--- config.mk ---
export PLATFORM = sky130hd
export DESIGN_NAME = jpeg_scan_header_parser
export DESIGN_NICKNAME = d
export VERILOG_FILES = /design/src/sv/jsh_pkg.sv /design/src/sv/jsh_id_match.sv /design/src/sv/jpeg_scan_header_parser.sv
export VERILOG_INCLUDE_DIRS = /design/src /design/src/sv
export SDC_FILE = /design/constraint.sdc
export NUM_CORES = 1
export LEC_CHECK = 0
export BUFFER_PORTS_ARGS = -buffer_cell sky130_fd_sc_hd__buf_4
export CAP_MARGIN = 20
export CORE_AREA = 5 5 170 172
export DETAILED_ROUTE_END_ITERATION = 16
export DIE_AREA = 0 0 175 177
export GPL_TIMING_DRIVEN = 0
export PLACE_DENSITY = 0.47
export SETUP_SLACK_MARGIN = 0.1
export SYNTH_ARGS = -nofsm -noshare
export SYNTH_HDL_FRONTEND = slang
export SYNTH_SLANG_ARGS = --single-unit
--- constraint.sdc ---
create_clock -name clk -period 8.9 [get_ports clk]
set_clock_uncertainty 0.1 [all_clocks]
set_input_delay 0.445 -clock clk [delete_from_list [all_inputs] [get_ports clk]]
set_output_delay 0.445 -clock clk [all_outputs]
set_load 0.01 [all_outputs]
--- src/sv/jpeg_scan_header_parser_macros.svh ---
// Assertion macros used by the scan header parser top level.
`ifndef JPEG_SCAN_HEADER_PARSER_MACROS_SVH
`define JPEG_SCAN_HEADER_PARSER_MACROS_SVH

// Check cons in the same cycle as ante.
`define JSH_ASSERT_SAME(label, ante, cons, msg) \
    label: assert property (@(posedge clk) disable iff (!rst_n) (ante) |-> (cons)) \
        else $error(msg);

// Check cons in the cycle after ante.
`define JSH_ASSERT_NEXT(label, ante, cons, msg) \
    label: assert property (@(posedge clk) disable iff (!rst_n) (ante) |=> (cons)) \
        else $error(msg);

`endif

--- src/sv/jsh_pkg.sv ---
// Types, codes and constants of the scan header parser.
package jsh_pkg;

    localparam int MAX_COMP_DEF = 4;
    localparam int SLOT_COUNT   = 4;

    localparam logic [2:0] ST_OK        = 3'd0;
    localparam logic [2:0] ST_BAD_COUNT = 3'd1;
    localparam logic [2:0] ST_BAD_LEN   = 3'd2;
    localparam logic [2:0] ST_BAD_ID    = 3'd3;
    localparam logic [2:0] ST_BAD_COEFF = 3'd4;

    localparam logic [2:0] PH_IDLE     = 3'd0;
    localparam logic [2:0] PH_LEN_LO   = 3'd1;
    localparam logic [2:0] PH_COUNT    = 3'd2;
    localparam logic [2:0] PH_COMP_ID  = 3'd3;
    localparam logic [2:0] PH_COMP_TBL = 3'd4;
    localparam logic [2:0] PH_SS       = 3'd5;
    localparam logic [2:0] PH_SE       = 3'd6;
    localparam logic [2:0] PH_APPROX   = 3'd7;

    localparam logic [2:0] REG_FRAME_COUNT = 3'd0;
    localparam logic [2:0] REG_COMP_ID_0   = 3'd1;

    localparam logic [7:0]  SCAN_COUNT_MAX = 8'd4;
    localparam logic [15:0] LEN_BIAS       = 16'd6;
    localparam logic [7:0]  COEFF_LAST     = 8'd63;

    typedef struct packed {
        logic [7:0] seg_byte;
        logic       seg_start;
    } in_t;

    typedef struct packed {
        logic [2:0]  status;
        logic [2:0]  scan_comp_count;
        logic [3:0]  comp_mask;
        logic [15:0] dc_tables;
        logic [15:0] ac_tables;
        logic [7:0]  first_coeff;
        logic [7:0]  last_coeff;
        logic [3:0]  approx_high;
        logic [3:0]  approx_low;
        logic        interleaved;
    } out_t;

    typedef struct packed {
        logic       hit;
        logic [1:0] slot;
    } match_t;

endpackage

--- src/sv/jsh_id_match.sv ---
// Component id lookup against the frame component table.
module jsh_id_match #(
    parameter int MAX_COMPONENTS = jsh_pkg::MAX_COMP_DEF
) (
    input  logic [7:0]      id_byte,
    input  logic [2:0]      frame_count,
    input  logic [2:0]      position,
    input  logic [7:0]      ids [MAX_COMPONENTS],
    output jsh_pkg::match_t match
);
    import jsh_pkg::*;

    always_comb
    begin
        logic       pref;
        logic       low_hit;
        logic [1:0] low_slot;
        pref     = 1'b0;
        low_hit  = 1'b0;
        low_slot = 2'd0;
        for (int j = MAX_COMPONENTS - 1; j >= 0; j--)
        begin
            if (3'(j) < frame_count && ids[j] == id_byte)
            begin
                low_hit  = 1'b1;
                low_slot = 2'(j);
                if (position == 3'(j))
                begin
                    pref = 1'b1;
                end
            end
        end
        match.hit  = low_hit;
        match.slot = pref ? position[1:0] : low_slot;
    end

endmodule

--- src/sv/jpeg_scan_header_parser.sv ---
// Top level of the JPEG start-of-scan header parser.
// Takes one segment byte per cycle: every byte is decoded in the cycle it is
// accepted, from the parse phase and the recorded fields, and the one result
// per segment (on the approximation byte or on the first failed check) is
// loaded into an output register. in_ready is low only while that register
// holds a result and out_ready is low; otherwise a byte is taken every cycle.
// Configuration writes take effect at the next clock edge.
module jpeg_scan_header_parser #(
    parameter int MAX_COMPONENTS = jsh_pkg::MAX_COMP_DEF
) (
    input  logic          clk,
    input  logic          rst_n,
    input  logic          in_valid,
    output logic          in_ready,
    input  jsh_pkg::in_t  in_data,
    output logic          out_valid,
    input  logic          out_ready,
    output jsh_pkg::out_t out_data,
    input  logic          cfg_we,
    input  logic [2:0]    cfg_index,
    input  logic [7:0]    cfg_data
);
    import jsh_pkg::*;

    `include "jpeg_scan_header_parser_macros.svh"

    logic [2:0]  frame_count_reg;
    logic [7:0]  ids_reg [MAX_COMPONENTS];

    logic [2:0]  phase_reg, phase_next;
    logic [15:0] length_reg, length_next;
    logic [2:0]  count_reg, count_next;
    logic [2:0]  counter_reg, counter_next;
    logic [1:0]  slot_reg, slot_next;
    logic [3:0]  mask_reg, mask_next;
    logic [15:0] dc_reg, dc_next;
    logic [15:0] ac_reg, ac_next;
    logic [7:0]  ss_reg, ss_next;
    logic [7:0]  se_reg, se_next;

    logic        out_valid_reg, out_valid_next;
    out_t        out_data_reg, out_data_next;

    logic        in_fire;
    logic        emit;
    logic [2:0]  emit_status;
    logic [7:0]  approx_byte;
    match_t      match;

    assign in_ready  = !out_valid_reg || out_ready;
    assign in_fire   = in_valid && in_ready;
    assign out_valid = out_valid_reg;
    assign out_data  = out_data_reg;

    jsh_id_match #(
        .MAX_COMPONENTS(MAX_COMPONENTS)
    ) u_id_match (
        .id_byte    (in_data.seg_byte),
        .frame_count(frame_count_reg),
        .position   (counter_reg),
        .ids        (ids_reg),
        .match      (match)
    );

    always_ff @(posedge clk or negedge rst_n)
    begin
        if (!rst_n)
        begin
            frame_count_reg <= 3'd1;
            for (int j = 0; j < MAX_COMPONENTS; j++)
            begin
                ids_reg[j] <= 8'd0;
            end
        end
        else if (cfg_we)
        begin
            if (cfg_index == REG_FRAME_COUNT)
            begin
                frame_count_reg <= cfg_data[2:0];
            end
            for (int j = 0; j < MAX_COMPONENTS; j++)
            begin
                if (cfg_index == REG_COMP_ID_0 + 3'(j))
                begin
                    ids_reg[j] <= cfg_data;
                end
            end
        end
    end

    always_comb
    begin
        logic [7:0] b;
        b            = in_data.seg_byte;
        phase_next   = phase_reg;
        length_next  = length_reg;
        count_next   = count_reg;
        counter_next = counter_reg;
        slot_next    = slot_reg;
        mask_next    = mask_reg;
        dc_next      = dc_reg;
        ac_next      = ac_reg;
        ss_next      = ss_reg;
        se_next      = se_reg;
        emit         = 1'b0;
        emit_status  = ST_OK;
        approx_byte  = 8'd0;
        if (in_fire)
        begin
            if (in_data.seg_start)
            begin
                length_next  = {b, 8'd0};
                count_next   = 3'd0;
                counter_next = 3'd0;
                slot_next    = 2'd0;
                mask_next    = 4'd0;
                dc_next      = 16'd0;
                ac_next      = 16'd0;
                ss_next      = 8'd0;
                se_next      = 8'd0;
                phase_next   = PH_LEN_LO;
            end
            else
            begin
                unique case (phase_reg)
                    PH_LEN_LO:
                    begin
                        length_next = {length_reg[15:8], b};
                        phase_next  = PH_COUNT;
                    end
                    PH_COUNT:
                    begin
                        if (b == 8'd0 || b > SCAN_COUNT_MAX)
                        begin
                            count_next  = 3'd0;
                            emit        = 1'b1;
                            emit_status = ST_BAD_COUNT;
                        end
                        else
                        begin
                            count_next = b[2:0];
                            if (length_reg != {7'd0, b, 1'b0} + LEN_BIAS)
                            begin
                                emit        = 1'b1;
                                emit_status = ST_BAD_LEN;
                            end
                            else
                            begin
                                counter_next = 3'd0;
                                phase_next   = PH_COMP_ID;
                            end
                        end
                    end
                    PH_COMP_ID:
                    begin
                        if (!match.hit)
                        begin
                            emit        = 1'b1;
                            emit_status = ST_BAD_ID;
                        end
                        else
                        begin
                            slot_next             = match.slot;
                            mask_next[match.slot] = 1'b1;
                            phase_next            = PH_COMP_TBL;
                        end
                    end
                    PH_COMP_TBL:
                    begin
                        for (int s = 0; s < SLOT_COUNT; s++)
                        begin
                            if (slot_reg == 2'(s))
                            begin
                                dc_next[s*4 +: 4] = b[7:4];
                                ac_next[s*4 +: 4] = b[3:0];
                            end
                        end
                        counter_next = counter_reg + 3'd1;
                        phase_next   = (counter_next >= count_reg) ? PH_SS : PH_COMP_ID;
                    end
                    PH_SS:
                    begin
                        ss_next    = b;
                        phase_next = PH_SE;
                    end
                    PH_SE:
                    begin
                        se_next = b;
                        if (b > COEFF_LAST || ss_reg > b)
                        begin
                            emit        = 1'b1;
                            emit_status = ST_BAD_COEFF;
                        end
                        else
                        begin
                            phase_next = PH_APPROX;
                        end
                    end
                    PH_APPROX:
                    begin
                        emit        = 1'b1;
                        emit_status = ST_OK;
                        approx_byte = b;
                    end
                    default:
                    begin
                        phase_next = PH_IDLE;
                    end
                endcase
                if (emit)
                begin
                    phase_next = PH_IDLE;
                end
            end
        end
    end

    always_comb
    begin
        out_data_next.status          = emit_status;
        out_data_next.scan_comp_count = count_next;
        out_data_next.comp_mask       = mask_next;
        out_data_next.dc_tables       = dc_next;
        out_data_next.ac_tables       = ac_next;
        out_data_next.first_coeff     = ss_next;
        out_data_next.last_coeff      = se_next;
        out_data_next.approx_high     = approx_byte[7:4];
        out_data_next.approx_low      = approx_byte[3:0];
        out_data_next.interleaved     = (count_next != 3'd0) && (count_next == frame_count_reg);
        if (emit)
        begin
            out_valid_next = 1'b1;
        end
        else if (out_ready)
        begin
            out_valid_next = 1'b0;
        end
        else
        begin
            out_valid_next = out_valid_reg;
        end
    end

    always_ff @(posedge clk or negedge rst_n)
    begin
        if (!rst_n)
        begin
            phase_reg     <= PH_IDLE;
            length_reg    <= 16'd0;
            count_reg     <= 3'd0;
            counter_reg   <= 3'd0;
            slot_reg      <= 2'd0;
            mask_reg      <= 4'd0;
            dc_reg        <= 16'd0;
            ac_reg        <= 16'd0;
            ss_reg        <= 8'd0;
            se_reg        <= 8'd0;
            out_valid_reg <= 1'b0;
        end
        else
        begin
            phase_reg     <= phase_next;
            length_reg    <= length_next;
            count_reg     <= count_next;
            counter_reg   <= counter_next;
            slot_reg      <= slot_next;
            mask_reg      <= mask_next;
            dc_reg        <= dc_next;
            ac_reg        <= ac_next;
            ss_reg        <= ss_next;
            se_reg        <= se_next;
            out_valid_reg <= out_valid_next;
        end
    end

    always_ff @(posedge clk)
    begin
        if (emit)
        begin
            out_data_reg <= out_data_next;
        end
    end

    `JSH_ASSERT_SAME(a_ok_count,
        out_valid_reg && out_data_reg.status == ST_OK,
        out_data_reg.scan_comp_count != 3'd0 && out_data_reg.scan_comp_count <= 3'd4,
        "ok transaction with scan count out of range")
    `JSH_ASSERT_SAME(a_bad_count_clear,
        out_valid_reg && out_data_reg.status == ST_BAD_COUNT,
        out_data_reg.scan_comp_count == 3'd0 && out_data_reg.comp_mask == 4'd0,
        "bad count transaction carries recorded fields")
    `JSH_ASSERT_NEXT(a_start_len,
        in_fire && in_data.seg_start,
        phase_reg == PH_LEN_LO && count_reg == 3'd0 && mask_reg == 4'd0,
        "segment start did not restart parsing")
    `JSH_ASSERT_NEXT(a_emit_idle,
        emit,
        phase_reg == PH_IDLE && out_valid_reg,
        "result emitted without returning to idle")

endmodule
# Yosys cells after proc, flatten, opt, wreduce, memory -nomap -nowiden
# Index checks and enable logic that the tools add are counted.
dict set report word_totals {
  ff_bits 182
  in_bits 25
  output_inout_bits 69
  word_cells 185
}
dict set report op_classes {
  addsub 2
  magnitude_cmp 10
  eq_ne 30
  muxes 80
  bitwise_logic 3
  n_reduce_logical 33
}
# operator n
set op_table {}
lappend op_table {{$mux W16} 7}
lappend op_table {{$mux W8} 7}
lappend op_table {{$mux W4} 12}
lappend op_table {{$mux W3} 15}
lappend op_table {{$eq A8 B8 Y1} 4}
lappend op_table {{$mux W1} 23}
lappend op_table {{$mux W2} 11}
lappend op_table {{$pmux W3 S7} 1}
lappend op_table {{$eq A3 B2 Y1 const B} 6}
lappend op_table {{$ne A16 B10 Y1} 1}
lappend op_table {{$ne A4 B4 Y1 const B} 4}
lappend op_table {{$eq A3 B3 Y1 const B} 5}
lappend op_table {{$reduce_and A2 Y1} 7}
lappend op_table {{$add A9 B3 Y10 const B} 1}
lappend op_table {{$eq A3 B1 Y1 const B} 3}
lappend op_table {{$ne A3 B3 Y1 const B} 3}
lappend op_table {{$pmux W3 S3} 1}
lappend op_table {{$gt A8 B3 Y1 const B} 1}
lappend op_table {{$gt A8 B6 Y1 const B} 1}
lappend op_table {{$gt A8 B8 Y1} 1}
lappend op_table {{$logic_not A8 Y1} 1}
lappend op_table {{$reduce_bool A2 Y1} 4}
lappend op_table {{$logic_and A1 B1 Y1} 7}
lappend op_table {{$logic_not A3 Y1} 2}
lappend op_table {{23 further kinds} 30}

# Logic depth before layout (Yosys ltp)
# Gate-level depths: netlist of the first run.
dict set report depth {
  depth_word 19
  depth_mapped 11
  depth_no_buf 9
}

# By module
# From an unflattened synthesis of the first run, not the netlist that was laid out.
dict set report unflattened {
  hier_cells 618
  hier_area_um2 8005.2
}
# mod n_inst cells_per_inst area_each_um2 seq_area_each_um2
set modules_own_cells {}
lappend modules_own_cells {jpeg_scan_header_parser 1 549 7468.4 4890.9}
lappend modules_own_cells {jsh_id_match 1 69 536.8 0.0}

# Least setup slack after synthesis of the first run
# OpenSTA, ideal clock, no wires.
dict set report synth_path {
  path_kind {in2reg}
  from {in in_data[1] (netlist name)}
  to {reg out_data_reg, in the netlist out_data[0] (enable)}
  t_arrival_ns 6.680
  required_time_ns 8.226
  path_slack_ns 1.546
  path_stages 11
  cell_sequence {buf_2 -> buf_2 -> inv_1 -> ha_1 -> nand2b_1 -> o31ai_1 -> a2bb2oi_1 -> o31ai_1 -> nand4b_1 -> a21oi_1 -> nor3_1}
}
dict set report synth_between {
  elab_chain_cells 12
}
# element line
set synth_rtl {}
lappend synth_rtl {{from (decl)} jpeg_scan_header_parser.sv:15} ;# input jsh_pkg::in_t in_data,
lappend synth_rtl {{parallel branches: the longest is 7 deep, another holds $add A9 B3 Y10} --}
lappend synth_rtl {{$pmux W1 S4 *} jpeg_scan_header_parser.sv:125} ;# unique case (phase_reg)
lappend synth_rtl {{$mux W1 *} jpeg_scan_header_parser.sv:110} ;# if (in_data.seg_start)
lappend synth_rtl {{$mux W1 *} jpeg_scan_header_parser.sv:108} ;# if (in_fire)
lappend synth_rtl {{$mux W1 *} jpeg_scan_header_parser.sv:110}
lappend synth_rtl {{$mux W1 *} jpeg_scan_header_parser.sv:108}
lappend synth_rtl {{named net emit} jpeg_scan_header_parser.sv:45} ;# logic emit;
lappend synth_rtl {{to (signal assigned)} jpeg_scan_header_parser.sv:280} ;# out_data_reg <= out_data_next;
lappend synth_rtl {{to (decl)} jpeg_scan_header_parser.sv:42} ;# out_t out_data_reg, out_data_next;
# Mark *: on every way through the listed nets, which the timed path passes. The select of a mux whose other input is x is not followed.
# A chain may end at the register's enable or synchronous reset.

# Worst setup path after layout of the first run
dict set report layout_path {
  from {in in_data[1] (netlist name)}
  to {reg out_data_reg, in the netlist out_data[14] (enable)}
}
# The elaborated chain is that of the path after synthesis.

==> flow_summary.ini, run 1 <==
[outcome]
status = finished clean

[logic_synthesis]
yosysTopAreaCell = dfrtp_1
synthCells = 606
syn_area_per_cell_um2 = 13.16
yosys-top-cells-area = dfrtp_1 36%, edfxtp_1 25%, a22o_1 5.6%, mux2_2 4.9%, xnor2_1 4.2%
synth-seq-cells = 182
yosysUniqueCellTypes = 58
yosys.area.top_type_share_pct = 35.78
async_flop_share_pct = 63.19
ys_warn_count = 0
synthesis.nets = 649
netlist_area_um2 = 7974
synth_ff_type = dfrtp_1
ys_seq_area_share_pct = 61.34
synth-edff-count = 67

[min_path]
hold_path.class = in -> reg

[die]
rows = 61
die_y_um = 177
coreArea_um2 = 27320
initial_core_util_pct = 29.18
die-area_um2 = 30980
ioPinCount = 94
fp.dieW_um = 175

[place]
io_buffers = 83
hpwl_mm = 14.67
placed_cell_area_um2 = 9129
post-place-cells = 1043
routabilityCongestion = 0.9058

[clock_tree]
cts_buffer_depth = 2
cts_max_level = 4
ctsRootBufferMaster = clkbuf_16
path_clk_slew_ps = 70
cts_buffers = 17
cts.repair.resized = 0
clock-sinks = 182
clock_latency_ps = 440
cts_tree = yes

[worst_setup_path]
required_ps = 8990
cp_data_arrival_time_ps = 3880
crit_path_end_kind = flop
worstPathCellList = buf_4 -> buf_2 -> buf_2 -> inv_1 -> ha_1 -> xor2_1 -> nand4_1 -> or3_4 -> a2111oi_4 -> nand4b_1 -> a21oi_1 -> nor3_2 -> buf_6 -> buf_6
cp_slowest_stage_delay_ps = 440
slowest_stage = buf_2
r2r_slack_ps = 5570
crit_path_start_kind = input pin
critPathMaxFanout = 13
critPathKind = in -> reg

[timing]
min_period_over_period_pct = 42.59
timing.slew.headroom_pct = 33.11
finalCriticalPeriod_ps = 3790
rsz0062_at_grt = false
hold_viol_final = 0
max_freq_ghz = 0.2638
slew_viol_final = 0
fin_setup_tns_ps = 0
worst_pin_slew_ps = 994.2
finalSetupViolations = 0

[grt]
grt_pass1_vias = 5456
grt.overflow.total = 0
antenna_found_initial = 0
grt_max_degree = 78
grt_usage_pct = 13.45
grt_pass1_wl_mm = 31.86

[route]
first_pass_iters = 5
drt_iter0_markers = 494
wirelength_mm = 20.61
drc = 0
num_vias = 5297
wl_per_cell_um = 19.13
via_per_inst = 4.918
antenna_left = 0

[final_layout]
final_common_cell = dfrtp_1
antennaDiodeCount = 0
layout.nets = 761
final_cell_mix = 114 x dfrtp_1, 85 x buf_4, 67 x edfxtp_1
syn2layout_area_growth_pct = 22.27
drive_above_1_share_pct = 26.40
fin_cells = 1077
final_area_um2 = 9749
largest_reg_flops = 67

[power_and_ir_drop]
max-vdd-ir-drop_v = 0.0001033
p_leak_nw = 4.081
power.total_mw = 2.171
power_density_nw_per_um2 = 222.7

[flow_run]
cap_violations = 0
-- timing repair --
| item | 4_1_cts | 5_1_grt |
|---|---|---|
| setup buffers | 0 | 0 |
| hold endpoints to repair | 38 | 0 |
| hold buffers | 1 | 0 |
-- path summary, 6_finish.rpt --
check | start | endpoint | cells past startpoint
hold reg to reg | mask_reg[2] | mask_reg[2] | 2
max in group asynchronous | rst_n | frame_count_reg[0] | 3
setup / recovery | in_data[1] | out_data[14] | 14
hold / removal | cfg_data[3] | ids_reg[27] | 2
setup reg to reg | ss_reg[5] | out_data[14] | 9
min in group asynchronous | rst_n | dc_reg[6] | 2
-- area by class of cell --
cell class	count	area (um^2)
clock buffer	18	439.2
multi-input combinational	376	2780
tap	346	432.9
fill	2657	17570
timing repair buffer	93	734.5
clock inverter	14	163.9
sequential	182	4891
inverter	18	67.56
buffer	30	240.2
-- where the power goes --
| part | leakage (nW) | internal (mW) | switching, mW |
|---|---|---|---|
| logic | 1.64 | 0.172 | 0.208 |
| clock network | 0.293 | 0.390 | 0.372 |
| registers | 2.15 | 0.964 | 0.0650 |
| total | 4.08 | 1.53 | 0.645 |
-- worst max-delay path: cells and delay by family --
family | cells | cell delay, ps
and+or+nand+nor | 4 | 890
AOI/OAI and AO/OA | 2 | 700
adders and majority gates | 1 | 330
xor gates and xnor gates | 1 | 180
buffers and inverters | 6 | 1310
-- kinds of logic (layout without fill, tap and decap cells) --
| family | after synthesis | after routing | synth area share (%) |
|---|---|---|---|
| muxes | 37 | 37 | 5.194 |
| AOI/OAI and AO/OA | 132 | 132 | 12.57 |
| adders and majority gates | 18 | 18 | 2.824 |
| xor gates and xnor gates | 45 | 45 | 5.037 |
| buffers and inverters | 48 | 173 | 3.860 |
| and+or+nand+nor | 144 | 144 | 9.179 |
| DFF | 182 | 182 | 61.34 |
-- per-stage QoR --
| step | util (%) | hold slack, ps | worst slack (ps) |
|---|---|---|---|
| after floorplan | - | 49.41 | 1546 |
| after global placement | 33.05 | 369.0 | -927.0 |
| after global routing | 35.68 | 150.9 | 4835 |
| after CTS | 35.65 | 148.9 | 5148 |
| after detailed placement | 33.41 | 279.8 | 4696 |
| final | 35.68 | 166.0 | 5110 |
-- cells in the mapped netlist, drive strengths merged (6+ instances only) --
cell and instances:
o31ai 6, xor2 7, o21ai 30, ha 18
nor3 22, nor4 9, a21oi 10, dfrtp 114
a22oi 10, clkbuf 16, nor2 23, xnor2 38
nand3 11, nand2 41, nand2b 9, mux2 35
nand4 9, inv 18, edfxtp 67, buf 14
a22o 51
-- layer usage --
metal	wire, um	GRT usage, %	vias to the layer above
li1	-	-	2468
met2	9658	21.22	161
met4	333	4.943	0
met3	1109	3.632	24
met5	0	0	-
met1	9506	17.88	2644
Power figures use the tool's default switching activity.
==> inputs of run 2 (changes only) <==
--- a/config.mk
+++ b/config.mk
@@ -6,13 +6,14 @@
 export SDC_FILE = /design/constraint.sdc
 export NUM_CORES = 1
 export LEC_CHECK = 0
+export ABC_AREA = 1
 export BUFFER_PORTS_ARGS = -buffer_cell sky130_fd_sc_hd__buf_4
 export CAP_MARGIN = 20
-export CORE_AREA = 5 5 170 172
+export CORE_AREA = 5 5 172 174
 export DETAILED_ROUTE_END_ITERATION = 16
-export DIE_AREA = 0 0 175 177
+export DIE_AREA = 0 0 177 179
 export GPL_TIMING_DRIVEN = 0
-export PLACE_DENSITY = 0.47
+export PLACE_DENSITY = 0.49
 export SETUP_SLACK_MARGIN = 0.1
 export SYNTH_ARGS = -nofsm -noshare
 export SYNTH_HDL_FRONTEND = slang
==> constraint.sdc (replaced) <==
create_clock -name clk -period 3 [get_ports clk]
set_clock_uncertainty 0.1 [all_clocks]
set_input_delay 0.15 -clock clk [delete_from_list [all_inputs] [get_ports clk]]
set_output_delay 0.15 -clock clk [all_outputs]
set_load 0.01 [all_outputs]
==> run 2 against run 1 <==
Against the previous run: wire length grew 3.2%; sequential power rose to 2.9 times the previous value; register-to-register slack lost 5200 ps; power rose to 2.9 times the previous value; sequential share of layout area decreased by 2.8 points; combinational power rose to 2.6 times the previous value; worst hold slack lost 120 ps.
==> flow_summary.ini, run 2 <==
[worst_setup_path]
required_ps = 3080
crit_path_end_kind = flop
cp_data_arrival_time_ps = 2770
critPathKind = in -> reg
critPathMaxFanout = 35
crit_path_start_kind = input pin

[route]
num_vias = 6120
wirelength_mm = 21.26
antenna_left = 0
drc = 0
via_per_inst = 4.474
wl_per_cell_um = 15.54
first_pass_iters = 5
drt_iter0_markers = 396

[place]
io_buffers = 86
post-place-ws_ps = -67.23
hpwl_mm = 14.83
routabilityCongestion = 0.8335

[die]
fp.dieW_um = 177
ioPinCount = 94
die-area_um2 = 31680
rows = 61
initial_core_util_pct = 29.78
coreArea_um2 = 27630
die_y_um = 179

[clock_tree]
cts_buffers = 17
path_clk_slew_ps = 80
cts_buffer_depth = 2
cts_tree = yes
cts_max_level = 4
ctsRootBufferMaster = clkbuf_16
clock_latency_ps = 430
clock-sinks = 182

[logic_synthesis]
yosysTopAreaCell = dfrtp_1
yosys.area.top_type_share_pct = 34.68
netlist_area_um2 = 8227
syn_area_per_cell_um2 = 9.633
synth-edff-count = 67
synthCells = 854
synth_common_cells = 184 x nand2_1, 120 x inv_1, 114 x dfrtp_1, 67 x edfxtp_1, 64 x nor2_1
ys_seq_area_share_pct = 59.45
synth_ff_type = dfrtp_1
yosys-top-cells-area = dfrtp_1 35%, edfxtp_1 24%, nand2_1 8.4%, inv_1 5.5%, o22ai_1 3.8%
yosysUniqueCellTypes = 40
synth-seq-cells = 182
async_flop_share_pct = 63.19
ys_warn_count = 0
synth_most_common_cell = nand2_1
synthesis.nets = 897

[grt]
grt.overflow.total = 0
grt_usage_pct = 13.77
grt_max_degree = 68
antenna_found_initial = 0
grt_pass1_wl_mm = 33.69
grt_pass1_vias = 5926

[final_layout]
fillers = 2831
final_cell_mix = 184 x nand2_1, 118 x inv_1, 114 x dfrtp_1
layout.nets = 1020
syn2layout_area_growth_pct = 25.40
drive_above_1_share_pct = 17.68
antennaDiodeCount = 0
final_common_cell = nand2_1
largest_reg_flops = 67

[timing]
rsz0062_at_grt = false
finalSetupViolations = 0
worst_slack_ps = 307.1
finalCriticalPeriod_ps = 2693
max_freq_ghz = 0.3713
timing.slew.headroom_pct = 48.94
hold_viol_final = 0
min_period_over_period_pct = 89.76
slew_viol_final = 0
worst_pin_slew_ps = 765.9

[outcome]
status = finished clean

[power_and_ir_drop]
max-vdd-ir-drop_v = 0.0003450
p_leak_nw = 4.600
power_density_nw_per_um2 = 616.5
power.total_mw = 6.360

[min_path]
hold_path.class = in -> reg

[flow_run]
cap_violations = 0
run 2: cell types whose count changed after synthesis, sizes merged, moves of 25 or more:
cell,change
o22ai,+49
a22o,-50
nand3,+27
inv,+108
o21ai,+32
nand2,+153
mux2,-35
nor2,+48
xnor2,-25
run 2: kinds of logic (layout without fill, tap and decap cells):
| logic type | count (synthesis) | count (layout) | share of synthesized area (%) |
|---|---|---|---|
| fa+ha+maj | 18 | 18 | 2.738 |
| flops | 182 | 182 | 59.45 |
| buf+inv | 152 | 288 | 7.772 |
| simple gates | 334 | 334 | 17.70 |
| xor+xnor | 22 | 22 | 2.342 |
| compound gates | 146 | 146 | 9.992 |
run 2: cell type report:
type,count,area [um^2],area share (%)
sequential,182,4891,47.41
clock inverter,15,231.5,2.244
buffer,25,212.7,2.062
tap,378,473.0,4.585
timing repair buffer,104,864.6,8.381
clock buffer,17,425.4,4.124
inverter,127,486.7,4.718
multi-input combinational,520,2731,26.48
run 2: power by group:
group	switching [mW]	internal, mW
sequential	0.141	2.81
clock	1.22	1.19
combinational	0.617	0.388
total	1.98	4.38
run 2: worst max-delay path, stage by stage:
cell           delay (ps)
dlygate4sd3_1         540
buf_4                 140
inv_1                  60
buf_4                 250
nand2_1                80
nand2_1                70
nand3_1                80
nor2_1                210
nand2_1               180
nand2_2               140
nor2_4                 60
nand2_4                70
nand3b_2               90
nor2_4                190
nor2_4                 60
buf_12                170
buf_12                190
run 2: routing by layer:
layer	track usage [%]	wire length (um)	up-vias
met5	0	0	-
met4	3.385	255	0
met3	2.931	1061	18
met2	21.31	9571	126
met1	19.82	10370	2915
li1	-	-	3061
run 2: path summary, 6_finish.rpt:
kind	start	to	cells after the start	slack (ps)
setup / recovery	in_data[7]	out_data[60]	17	310
hold / removal	in_data[3]	count_reg[2]	3	40
setup reg to reg	frame_count_reg[0]	out_data[60]	13	350
hold reg to reg	ids_reg[16]	ids_reg[16]	2	400
max in group asynchronous	rst_n	ac_reg[8]	3	1970
min in group asynchronous	rst_n	mask_reg[0]	2	130
run 2: stage by stage:
step           setup TNS (ps)  utilization [%]  hold slack, ps  instances  area [um^2]
6_report                    0            37.34           43.08       1368        10320
3_3_place_gp           -61910            34.15           367.0       1318         9435
2_1_floorplan               0                -          -245.6        854         8317
4_1_cts                     0            37.29           30.09       1367        10300
5_1_grt                     0            37.34           38.45       1368        10320
3_5_place_dp            -2302            34.41           26.11       1321         9507
run 2: timing repair:
action / 4_1_cts / 5_1_grt
setup buffers: 0 / 1
setup endpoints to repair: 0 / 35
hold buffers: 14 / 0
resized for setup: 0 / 2
endpoints found under the hold margin: 85 / 0
==> inputs of run 3 (changes only) <==
--- a/config.mk
+++ b/config.mk
@@ -13,7 +13,7 @@
 export DETAILED_ROUTE_END_ITERATION = 16
 export DIE_AREA = 0 0 177 179
 export GPL_TIMING_DRIVEN = 0
-export PLACE_DENSITY = 0.49
+export PLACE_DENSITY = 0.47
 export SETUP_SLACK_MARGIN = 0.1
 export SYNTH_ARGS = -nofsm -noshare
 export SYNTH_HDL_FRONTEND = slang
==> constraint.sdc (replaced) <==
create_clock -name clk -period 2.5 [get_ports clk]
set_clock_uncertainty 0.1 [all_clocks]
set_input_delay 0.5 -clock clk [delete_from_list [all_inputs] [get_ports clk]]
set_output_delay 0.5 -clock clk [all_outputs]
set_load 0.01 [all_outputs]
==> run 3 against run 2 <==
Against the previous run: largest power group unchanged; via count increased by 1.7%; critical path depth increased by 1; sequential cell count unchanged; highest routed layer unchanged; sequential power increased by 20%; final cell count increased by 0.44%; wire length increased by 5.7%; worst setup slack got worse by 200 ps; die area unchanged; count of clock-buffer cells in the layout increased by 1; non-clock buffer count increased by 5; clock power increased by 14%; combinational power increased by 34%.
==> flow_summary.ini, run 3 (synthesized netlist as in run 2, its figures left out) <==
[grt]
grt_pass1_wl_mm = 35.04
grt_usage_pct = 14.43
grt_max_degree = 70
grt_pass1_vias = 6194
grt.overflow.total = 0
antenna_found_initial = 0

[timing]
worst_pin_slew_ps = 555.6
min_period_over_period_pct = 95.63
timing.slew.headroom_pct = 62.96
hold_viol_final = 0
rsz0062_at_grt = true
finalSetupViolations = 0
finalCriticalPeriod_ps = 2391
slew_viol_final = 0
max_freq_ghz = 0.4183

[worst_setup_path]
critPathMaxFanout = 8
rr_worst_depth = 13
reg2reg_from = frame_count_reg[0]
cp_slowest_stage_delay_ps = 160
critPathKind = in -> reg
r2r_end = out_data[25]
cp_common_cell = nor2_4
slowest_stage = ha_4
crit_path_start_kind = input pin
r2r_slack_ps = 140
worstPathCellList = buf_6 -> buf_12 -> inv_8 -> clkbuf_16 -> ha_4 -> inv_2 -> nand2_4 -> nor2_4 -> xor2_1 -> o21ai_0 -> nor2_4 -> nand3_2 -> nand2_2 -> inv_2 -> nor2_4 -> nor2_4 -> buf_12 -> clkbuf_16
cp_data_arrival_time_ps = 2500
required_ps = 2610
crit_path_end_kind = flop

[die]
die_y_um = 179
ioPinCount = 94
fp.dieW_um = 177
rows = 61
die-area_um2 = 31680
initial_core_util_pct = 29.78
coreArea_um2 = 27630

[route]
first_pass_iters = 4
antenna_left = 0
drt_iter0_markers = 385
via_per_inst = 4.528
wl_per_cell_um = 16.35
drc = 0
num_vias = 6222
wirelength_mm = 22.47

[final_layout]
layout.nets = 1025
syn2layout_area_growth_pct = 28.21
final_common_cell = nand2_1
fin_util_pct = 38.18
final_cell_mix = 180 x nand2_1, 117 x inv_1, 113 x dfrtp_1
fillers = 2871
seq_area_um2 = 4892
largest_reg_flops = 67
multiInputGateArea_um2 = 2846
fin_cells = 1374
drive_above_1_share_pct = 21.41

[clock_tree]
ctsRootBufferMaster = clkbuf_16
cts_tree = yes
clock_latency_ps = 440
cts_buffers = 17
path_clk_slew_ps = 80
cts_buffer_depth = 2
clock-sinks = 182
cts_max_level = 4

[min_path]
hold_path_end = ids_reg[6]
hp-start = cfg_data[6]
hold_depth = 3
hold_path.class = in -> reg

[power_and_ir_drop]
max-vdd-ir-drop_v = 0.0003926
p_leak_nw = 4.670
power_density_nw_per_um2 = 723.5

[place]
post-place-cells = 1321
hpwl_mm = 15.41
io_buffers = 86
routabilityCongestion = 0.8472

[flow_run]
cap_violations = 0

[outcome]
status = finished clean
-- run 3: changes by cell type in the layout (fill, tap and decap cells not counted), moves of 4 or more --
| cell | previous run | this run |
|---|---|---|
| ha_4 | 1 | 5 |
| buf_4 | 89 | 99 |
| inv_8 | 1 | 5 |
| ha_1 | 17 | 13 |
| dlygate4sd3_1 | 14 | 1 |
| buf_6 | 5 | 9 |
| nor2_1 | 61 | 57 |
| nand2_1 | 184 | 180 |
-- run 3: how the worst max path moves through the flow --
stage | startpoint | endpoint | slack, ps | depth (start not counted)
final | in_data[1] | out_data[25] | 110 | 18
after global routing | in_data[1] | out_data[28] | -10 | 21
after CTS | in_data[1] | out_data[36] | 70 | 21
after detailed placement | in_data[1] | out_data[19] | -1080 | 18
after global placement | in_data[1] | out_data[19] | -1710 | 16
after floorplan | in_data[2] | out_data[0] | -710 | 17
-- run 3: area by class of cell --
type	count	share of cell area (%)
Antenna cell	1	0.02372
Buffer	25	2.586
Clock buffer	18	4.164
Clock inverter	14	1.590
Inverter	127	4.733
Multi-Input combinational cell	520	26.99
Sequential cell	182	46.38
Tap cell	378	4.484
Timing Repair Buffer	109	9.051
-- run 3: metrics by stage --
step	setup slack, ps	TNS (ps)	cell area (um^2)	power, mW	hold WS (ps)
after floorplan	-705.3	-47260	8424	4.354	104.4
after global placement	-1710	-116060	9543	4.796	370.6
after detailed placement	-1082	-62880	9614	4.828	378.3
after CTS	70.75	0	10420	7.666	270.7
after global routing	-14.24	-73.95	10550	8.003	289.1
final	109.4	0	10550	7.632	277.9
-- run 3: report_power, final --
| group | switching (mW) | internal (mW) | total, mW |
|---|---|---|---|
| sequential | 0.176 | 3.37 | 3.54 |
| clock | 1.36 | 1.38 | 2.75 |
| combinational | 0.785 | 0.555 | 1.34 |
-- run 3: per-layer routing --
| metal | vias up | part of all wire [%] | global-route usage, % |
|---|---|---|---|
| li1 | 3079 | - | - |
| met1 | 2962 | 46 | 19.32 |
| met2 | 153 | 48 | 23.42 |
| met3 | 28 | 4.1 | 3.163 |
| met4 | 0 | 2.4 | 4.642 |
| met5 | - | 0 | 0 |
-- run 3: worst max-delay path: cells and delay by family --
kind | cells | cell delay, ps
AOI/OAI and AO/OA | 1 | 150
xor gates and xnor gates | 1 | 140
adders and majority gates | 1 | 160
buffers and inverters | 8 | 800
and+or+nand+nor | 7 | 730
-- run 3: what timing repair did --
item                                   in CTS  in global routing
pin swaps                                   7                 10
hold buffers                                1                  0
resized for setup                          13                 18
setup endpoints to repair                  69                 74
endpoints found under the hold margin      46                  0
setup buffers                               9                  7
cloned                                      2                  1
